--- config.mk ---
export PLATFORM = sky130hd
export DESIGN_NAME = inwb_map
export DESIGN_NICKNAME = d
export VERILOG_FILES = /design/src/sv/inwb_pkg.sv /design/src/sv/inwb_map.sv
export SDC_FILE = /design/constraint.sdc
export NUM_CORES = 1
export LEC_CHECK = 0
export BUFFER_PORTS_ARGS = -buffer_cell sky130_fd_sc_hd__buf_2
export CORE_ASPECT_RATIO = 1.1
export CORE_MARGIN = 1
export CORE_UTILIZATION = 40
export DETAILED_ROUTE_END_ITERATION = 10
export SLEW_MARGIN = 10
export SYNTH_ARGS = -nofsm -noshare
export SYNTH_HDL_FRONTEND = slang
export SYNTH_SLANG_ARGS = --single-unit
--- constraint.sdc ---
create_clock -name vclk -period 10.4
set_input_delay 1.56 -clock vclk [all_inputs]
set_output_delay 1.56 -clock vclk [all_outputs]
set_load 0.005 [all_outputs]
--- src/sv/inwb_pkg.sv ---
package inwb_pkg;

    // Buffer geometry
    localparam int BUFFER_WORDS = 240;
    localparam int ADDR_W       = 8;
    localparam int WORD_W       = 16;
    localparam int TAIL_START   = 224;
    localparam int ROW_BLOCKS   = 15;

    // Operation codes
    localparam logic [2:0] OP_CLEAR      = 3'd0;
    localparam logic [2:0] OP_FIRE_COLOR = 3'd1;
    localparam logic [2:0] OP_FIRE_BLACK = 3'd2;
    localparam logic [2:0] OP_SELECT_ROW = 3'd3;
    localparam logic [2:0] OP_READ       = 3'd4;

    // Nozzle limits
    localparam logic [8:0] COLOR_NOZZLE_MAX = 9'd224;
    localparam logic [9:0] BLACK_NOZZLES    = 10'd336;
    localparam logic [9:0] ROW_OFFSET       = 10'd168;
    localparam logic [1:0] COLOR_NONE       = 2'd3;
    localparam logic [9:0] NOZZLES_PER_GROUP = 10'd14;
    localparam logic [3:0] LAST_IN_GROUP    = 4'd13;
    localparam logic [3:0] FIRE_BIT_BASE    = 4'd13;

    // Divide by 14: multiply by reciprocal, exact for p below 680
    localparam logic [11:0] DIV14_MUL = 12'd2341;

    localparam logic [WORD_W-1:0] ROW_SET_MASK = 16'hE000;

    localparam logic [WORD_W-1:0] BLOCK_PATTERN [16] = '{
        16'hE000, 16'hE401, 16'hE420, 16'hE401, 16'hE008, 16'hE001, 16'hE002, 16'hE081,
        16'hE090, 16'hE084, 16'hE000, 16'hE040, 16'hE040, 16'hE040, 16'hE000, 16'hE000
    };

    localparam logic [WORD_W-1:0] TAIL_PATTERN [16] = '{
        16'hE400, 16'hE400, 16'hE400, 16'hE000, 16'hE400, 16'hE400, 16'hE400, 16'hE000,
        16'hE400, 16'hE400, 16'hE400, 16'hE000, 16'hE000, 16'hE400, 16'hE400, 16'hE400
    };

    localparam logic [3:0] COLOR_ORDER [3][14] = '{
        '{4'd8, 4'd13, 4'd4, 4'd9, 4'd0, 4'd5, 4'd10, 4'd1, 4'd6, 4'd11, 4'd2, 4'd7, 4'd12, 4'd3},
        '{4'd11, 4'd2, 4'd7, 4'd12, 4'd3, 4'd8, 4'd13, 4'd4, 4'd9, 4'd0, 4'd5, 4'd10, 4'd1, 4'd6},
        '{4'd0, 4'd5, 4'd10, 4'd1, 4'd6, 4'd11, 4'd2, 4'd7, 4'd12, 4'd3, 4'd8, 4'd13, 4'd4, 4'd9}
    };

    localparam logic [3:0] BLACK_ORDER [2][14] = '{
        '{4'd4, 4'd12, 4'd10, 4'd2, 4'd8, 4'd0, 4'd6, 4'd13, 4'd7, 4'd1, 4'd9, 4'd3, 4'd11, 4'd5},
        '{4'd13, 4'd7, 4'd1, 4'd9, 4'd3, 4'd11, 4'd5, 4'd4, 4'd12, 4'd10, 4'd2, 4'd8, 4'd0, 4'd6}
    };

    localparam logic [1:0] GROUP_LINE [24] = '{
        2'd2, 2'd2, 2'd1, 2'd1, 2'd0, 2'd0, 2'd2, 2'd2, 2'd1, 2'd1, 2'd0, 2'd0,
        2'd2, 2'd2, 2'd1, 2'd1, 2'd0, 2'd0, 2'd2, 2'd2, 2'd1, 2'd1, 2'd0, 2'd0
    };

    localparam logic [2:0] GROUP_BIT [24] = '{
        3'd0, 3'd1, 3'd0, 3'd1, 3'd0, 3'd1, 3'd4, 3'd5, 3'd4, 3'd5, 3'd4, 3'd5,
        3'd2, 3'd3, 3'd2, 3'd3, 3'd2, 3'd3, 3'd6, 3'd7, 3'd6, 3'd7, 3'd6, 3'd7
    };

    localparam logic GROUP_ORDER [24] = '{
        1'b1, 1'b1, 1'b1, 1'b1, 1'b1, 1'b1, 1'b1, 1'b1, 1'b1, 1'b1, 1'b1, 1'b1,
        1'b0, 1'b0, 1'b0, 1'b0, 1'b0, 1'b0, 1'b0, 1'b0, 1'b0, 1'b0, 1'b0, 1'b0
    };

    // Decoded command handed from the mapper to the sequencer
    typedef struct packed {
        logic [2:0]        op;
        logic              err;
        logic [ADDR_W-1:0] addr;
        logic [WORD_W-1:0] clr_mask;
        logic [WORD_W-1:0] set_mask;
    } map_t;

    typedef struct packed {
        logic [5:0] q;
        logic [3:0] r;
    } div14_t;

    function automatic div14_t div14(input logic [9:0] p);
        logic [20:0] prod;
        div14_t      d;
        prod = 21'(p) * 21'(DIV14_MUL);
        d.q  = prod[20:15];
        d.r  = 4'(p - 10'(d.q) * NOZZLES_PER_GROUP);
        return d;
    endfunction

    function automatic logic [WORD_W-1:0] template_word(input logic [ADDR_W-1:0] idx);
        logic [WORD_W-1:0] w;
        if (idx < ADDR_W'(TAIL_START))
            w = BLOCK_PATTERN[idx[3:0]];
        else
            w = TAIL_PATTERN[idx[3:0]];
        return w;
    endfunction

endpackage

--- src/sv/inwb_map.sv ---
module inwb_map (
    input  logic [2:0]                 operation,
    input  logic [8:0]                 nozzle,
    input  logic [1:0]                 ink_channel,
    input  logic                       second_row,
    input  logic [inwb_pkg::ADDR_W-1:0] word_address,
    output inwb_pkg::map_t             cmd
);
    import inwb_pkg::*;

    logic [9:0]  p_black;
    logic [9:0]  p_sel;
    div14_t      d;
    logic        color_err;
    logic        black_err;
    logic [1:0]  color_idx;
    logic [4:0]  grp;
    logic [3:0]  color_ord;
    logic [3:0]  black_ord;
    logic [ADDR_W-1:0] color_addr;
    logic [ADDR_W-1:0] black_addr;
    logic [3:0]  black_bit;
    logic [3:0]  color_bit;

    // Form the linear nozzle index and split it into group and position
    assign p_black = {1'b0, nozzle} + (second_row ? ROW_OFFSET : 10'd0);
    assign p_sel   = (operation == OP_FIRE_BLACK) ? p_black : {1'b0, nozzle};
    assign d       = div14(p_sel);

    assign color_err = (nozzle > COLOR_NOZZLE_MAX) || (ink_channel == COLOR_NONE);
    assign black_err = (p_black >= BLACK_NOZZLES);

    // Keep table indexes legal on rejected requests
    assign color_idx = (ink_channel == COLOR_NONE) ? 2'd0 : ink_channel;
    assign grp       = black_err ? 5'd0 : d.q[4:0];

    // Color nozzle: word and bit
    assign color_ord  = COLOR_ORDER[color_idx][d.r];
    assign color_addr = {color_ord, 4'b0000} + ADDR_W'(d.q) + ADDR_W'(1);
    assign color_bit  = FIRE_BIT_BASE + 4'(color_idx);

    // Black nozzle: word and bit
    assign black_ord  = BLACK_ORDER[GROUP_ORDER[grp]][LAST_IN_GROUP - d.r];
    assign black_addr = {black_ord, 4'b0000} + ADDR_W'(1) + ADDR_W'(GROUP_BIT[grp]);
    assign black_bit  = FIRE_BIT_BASE + 4'(GROUP_LINE[grp]);

    // Decode the request
    always_comb
    begin
        cmd          = '0;
        cmd.op       = operation;
        case (operation)
            OP_CLEAR:
            begin
                cmd.err = 1'b0;
            end
            OP_FIRE_COLOR:
            begin
                cmd.err      = color_err;
                cmd.addr     = color_addr;
                cmd.clr_mask = WORD_W'(1) << color_bit;
            end
            OP_FIRE_BLACK:
            begin
                cmd.err      = black_err;
                cmd.addr     = black_addr;
                cmd.clr_mask = WORD_W'(1) << black_bit;
            end
            OP_SELECT_ROW:
            begin
                cmd.err      = 1'b0;
                cmd.set_mask = ROW_SET_MASK;
                cmd.clr_mask = WORD_W'(1) << {2'b11, ink_channel};
            end
            OP_READ:
            begin
                cmd.err  = (word_address >= ADDR_W'(BUFFER_WORDS));
                cmd.addr = word_address;
            end
            default:
            begin
                cmd.err = 1'b1;
            end
        endcase
    end

endmodule

==> summary.md, run 1 <==
| Metric | Value |
|---|---|
| Relative slew slack | 0.275 |
| Die X | a little under 90 um |
| Area growth syn-to-layout | 16.1% |
| Hold Vio Cnt, Final | 0 |
| Cells after Synth | approximately 430 |
| Vias | around 3100 |
| Via count of the first global-routing pass | 2946 |
| Vias/cell | approximately 5.3 |
| Yosys top cell area share | 0.302 |
| Top cells by area, synth | ha_1 30%, fa_1 7.2%, buf_4 6.5% |
| Hold crit path type | in2out |
| Max-Cap Viols | 0 |
| Tcrit/Tclk final | 0.974 |
| Port bufs | 46 |
| Largest stage delay, worst path | 540 ps |
| Placed Cells | 582 |
| FFs & Latches | 0 |
| Cts hold-fix bufs | 0 |
| Layout Nets | 598 |
| Core occupancy in the finished layout | 0.487 |
| Crit-path slowest cell | fa_1 |
| Yosys top cell by area | ha_1 |
| Mapped Area | between 3000 and 4000 um^2 |
| Top cell types by occurrence after synthesis | 81 x ha_1, 36 x inv_1, 31 x nand2_1, 31 x nor2_1, 29 x buf_4 |
| Row cnt | 34 |
| Worst path arrival time | around 8600 ps |
| CP Class | in2out |
| Sequential share of the synthesized area | 0 |
| Core area | 8000 um^2 |
| Initial antenna violation count | 0 |
| CP Max Fanout | 4 |
| Synth warn | 0 |
| DRT iter0 DRCs | roughly 100 |
| DRC | 0 |
| Largest net degree at the start of global routing | 21 |
| # IOs | 67 |
| CP most frequent cell | ha_1 |
| Slew @ Worst Pin | between 1000 and 1500 ps |
| Fraction of layout cells with a size suffix above 1 | 0.252 |
| Clkbuf count | 0 |
| Required @ worst endpoint | 8840 ps |
| GRT overflow | 0 |
| Die area | about 8800 um^2 |
| Average cell area after synthesis | around 7.9 um^2 |
| CP Launch Type | primary input |
| Area of the multi-input gates | between 3000 and 4000 um^2 |
| Die Ht | around 98 um |
| Setup violations, final | 0 |
| Most frequent cell after synthesis | ha_1 |
| First-pass GRT wire length | approximately 13 mm |
| CP Capture Type | output port |
| Max Clock Freq | a little under 0.1 GHz |
| Final GP Congestion | 0.818 |
| Status | completed |
| Starting Density | 0.419 |
| FF/Latch Area | 0 um^2 |
| WL final | between 8 and 9 mm |
| Slew Viols, Final | 0 |
| Antenna Violating Nets Remaining | 0 |
| WL per Instance | between 10 and 15 um |
| Drt pass-1 iters | 7 |
| N_diodes | 0 |
| Fillers | 812 |
| HPWL after DPL | just under 7 mm |
| Layout Cells excl Fill | a little under 600 |
| Synth cell types | 64 |
| Global-route usage over all layers | 0.185 |
| Crit path time final | 10130 ps |
path summary, 6_finish.rpt:
check,slack [ps],end,start,cells past startpoint
setup / recovery,270,cmd[38],second_row,36
hold / removal,3370,cmd[42],operation[1],2
placed cells by master, fill, tap and decap left out, types with 3 or more instances in the layout:
cell type / count
ha_1: 75
buf_2: 46
inv_1: 35
nand2_1: 31
nor2_1: 31
buf_4: 28
a21oi_1: 23
conb_1: 21
xnor2_1: 20
o21ai_0: 19
fa_1: 11
nand2b_1: 10
nand3_1: 10
nor3_1: 7
nor2b_1: 6
a21o_1: 6
xor2_1: 6
o211ai_1: 5
mux2_2: 4
xnor2_2: 4
ha_4: 4
a31oi_4: 3
a211oi_1: 3
nand4_1: 3
o221ai_1: 3
o31ai_2: 3
a22oi_1: 3
mux2i_1: 3
what timing repair did:
item | in CTS | in global routing
buffers inserted | 0 | 6
pin swaps | 1 | 19
resized for setup | 5 | 19
setup endpoints to repair | 2 | 4
area by class of cell:
class | count | area share
Tap cell | 108 | 0.0347
Multi-Input combinational cell | 370 | 0.817
Inverter | 36 | 0.0347
Timing Repair Buffer | 74 | 0.113
per-layer routing:
| layer | wire length (um) | GRT usage | part of all wire | vias to the layer above |
|---|---|---|---|---|
| li1 | - | - | - | 1577 |
| met1 | 3530 | 0.218 | 0.44 | 1472 |
| met2 | 4230 | 0.362 | 0.53 | 56 |
| met3 | 137 | 0.00169 | 0.017 | 8 |
| met4 | 147 | 0.0366 | 0.018 | 0 |
| met5 | 0 | 0 | 0 | - |
cells by family after synthesis:
| logic type | share of synthesized area |
|---|---|
| AOI/OAI and AO/OA | 0.203 |
| xor gates and xnor gates | 0.0925 |
| adders and majority gates | 0.374 |
| buffers and inverters | 0.117 |
| muxes | 0.0332 |
| other | 0.00112 |
| and+or+nand+nor | 0.180 |
critical path, delay by kind of cell:
kind | cells | cell delay, ps
fa+ha+maj | 11 | 3300
xor+xnor | 7 | 1280
compound gates | 10 | 1510
simple gates | 5 | 590
buf+inv | 3 | 340
per-stage QoR:
| stage | hold slack, ps | cell area (um^2) | setup slack, ps | setup TNS [ps] |
|---|---|---|---|---|
| 4_1_cts | 3380 | 3730 | 52.1 | 0 |
| 5_1_grt | 3380 | 3890 | -17.5 | -32.3 |
| 6_report | 3370 | 3890 | 266 | 0 |
| 3_3_place_gp | 3370 | 3700 | 33.1 | 0 |
| 3_5_place_dp | 3380 | 3700 | -73.7 | -109 |
| 2_1_floorplan | 3200 | 3430 | 349 | 0 |
Power of run 1 is not shown: default switching activity piles up to over one toggle a cycle in this logic, so the estimate is an artifact.
==> inputs of run 2 (changes only) <==
ABC_CLOCK_PERIOD_IN_PS = 10400   (was unset)
CELL_PAD_IN_SITES_DETAIL_PLACEMENT = 1   (was unset)
CELL_PAD_IN_SITES_GLOBAL_PLACEMENT = 2   (was unset)
CORE_UTILIZATION = 31   (was 40)
PLACE_DENSITY_LB_ADDON = 0.1   (was unset)
==> summary.md, run 2 (synthesized netlist as in run 1, its figures left out) <==
| Metric | Value |
|---|---|
| Fraction of layout cells with a size suffix above 1 | 0.255 |
| FF/Latch Area | 0 um^2 |
| Wl on met1 | 4.31 mm |
| Die Ht | 111 um |
| Metal2 WL | about 4.8 mm |
| Hold crit path type | in2out |
| CP Max Fanout | 4 |
| Row cnt | 39 |
| Status | completed |
| GRT overflow | 0 |
| Antenna Violating Nets Remaining | 0 |
| Core area | approximately 10000 um^2 |
| Final design area excluding fillers | just under 4000 um^2 |
| Die area | about 11000 um^2 |
| DR WL met3 | roughly 250 um |
| Cts hold-fix bufs | 0 |
| Starting Density | 0.321 |
| First-pass GRT wire length | approximately 16 mm |
| Commonest non-fill, non-tap cell in the layout | ha_1 |
| CP Capture Type | output port |
| CP bufs+invs | 5 |
| FFs & Latches | 0 |
| DR top layer | met4 |
| DRC | 0 |
| N_diodes | 0 |
| Via count of the first global-routing pass | 3160 |
| WL final | between 9 and 10 mm |
| Setup violations, final | 0 |
| Layout Nets | ~600 |
| Max Clock Freq | 0.0993 GHz |
| Worst path arrival time | around 8500 ps |
| Vias | approximately 3100 |
| CP Launch Type | primary input |
| Vias/cell | around 5.0 |
| Slew @ Worst Pin | between 600 and 700 ps |
| Worst hold stages | 2 |
| WHS Endpoint | cmd[42] |
| Top Family by Delay on Critical Path | adder cells |
| Highest-count cells in the layout ignoring fill and taps | 73 x ha_1, 46 x buf_2, 36 x inv_1 |
| Hold Vio Cnt, Final | 0 |
| Final GP Congestion | between 0.7 and 0.8 |
| Port bufs | between 40 and 50 |
| Max-Cap Viols | 0 |
| Hold path start | operation[1] |
| Die X | slightly above 100 um |
| Drt pass-1 iters | 4 |
| Slew Viols, Final | 0 |
| Crit-path slowest cell | fa_1 |
| # IOs | 67 |
| Crit path time final | slightly above 10000 ps |
| Initial antenna violation count | 0 |
| DRT iter0 DRCs | a little over 80 |
| Required @ worst endpoint | around 8800 ps |
| Largest stage delay, worst path | around 530 ps |
| Dpl cell area | about 3700 um^2 |
| Clkbuf count | 0 |
| Relative slew slack | 0.593 |
| Global-route usage over all layers | 0.168 |
| CP Class | in2out |
| Largest net degree at the start of global routing | 21 |
| Tcrit/Tclk final | 0.968 |
| WL per Instance | approximately 15 um |
| Worst path depth | 34 |
| HPWL after DPL | between 8 and 9 mm |
| Area growth syn-to-layout | 16.9% |
[run 2: how the worst max path moves through the flow]
stage               startpoint  endpoint
floorplan            nozzle[5]   cmd[38]
global placement     nozzle[5]   cmd[38]
detailed placement   nozzle[5]   cmd[38]
CTS                  nozzle[5]   cmd[38]
global route        second_row   cmd[38]
finish               nozzle[5]   cmd[38]
[run 2: area by class of cell]
class	instances	area, um^2
Multi-Input combinational cell	370	3210
Timing Repair Buffer	68	395
Inverter	36	135
Tap cell	143	179
Fill cell	1298	6520
[run 2: routing by layer]
| layer | vias up | track usage |
|---|---|---|
| met5 | - | 0 |
| met4 | 0 | 0.00580 |
| met3 | 4 | 0.00820 |
| met2 | 47 | 0.310 |
| met1 | 1472 | 0.224 |
| li1 | 1568 | - |
[run 2: stage by stage]
stage | std cells | worst slack, ps | hold slack, ps | TNS [ps] | util
after global routing | 617 | -49.6 | 3400 | -77.6 | 0.376
after CTS | 615 | 2.46 | 3370 | 0 | 0.359
after floorplan | 445 | 349 | 3200 | 0 | -
final | 617 | 334 | 3360 | 0 | 0.376
after detailed placement | 615 | -70.9 | 3370 | -120 | 0.357
after global placement | 615 | 40.4 | 3360 | 0 | 0.357
[run 2: repair_timing]
item | in CTS | in global routing
buffers inserted | 0 | 2
endpoints found under the setup margin | 2 | 4
pin swaps | 0 | 22
resized for setup | 4 | 26
Power of run 2 is left out for the same reason.
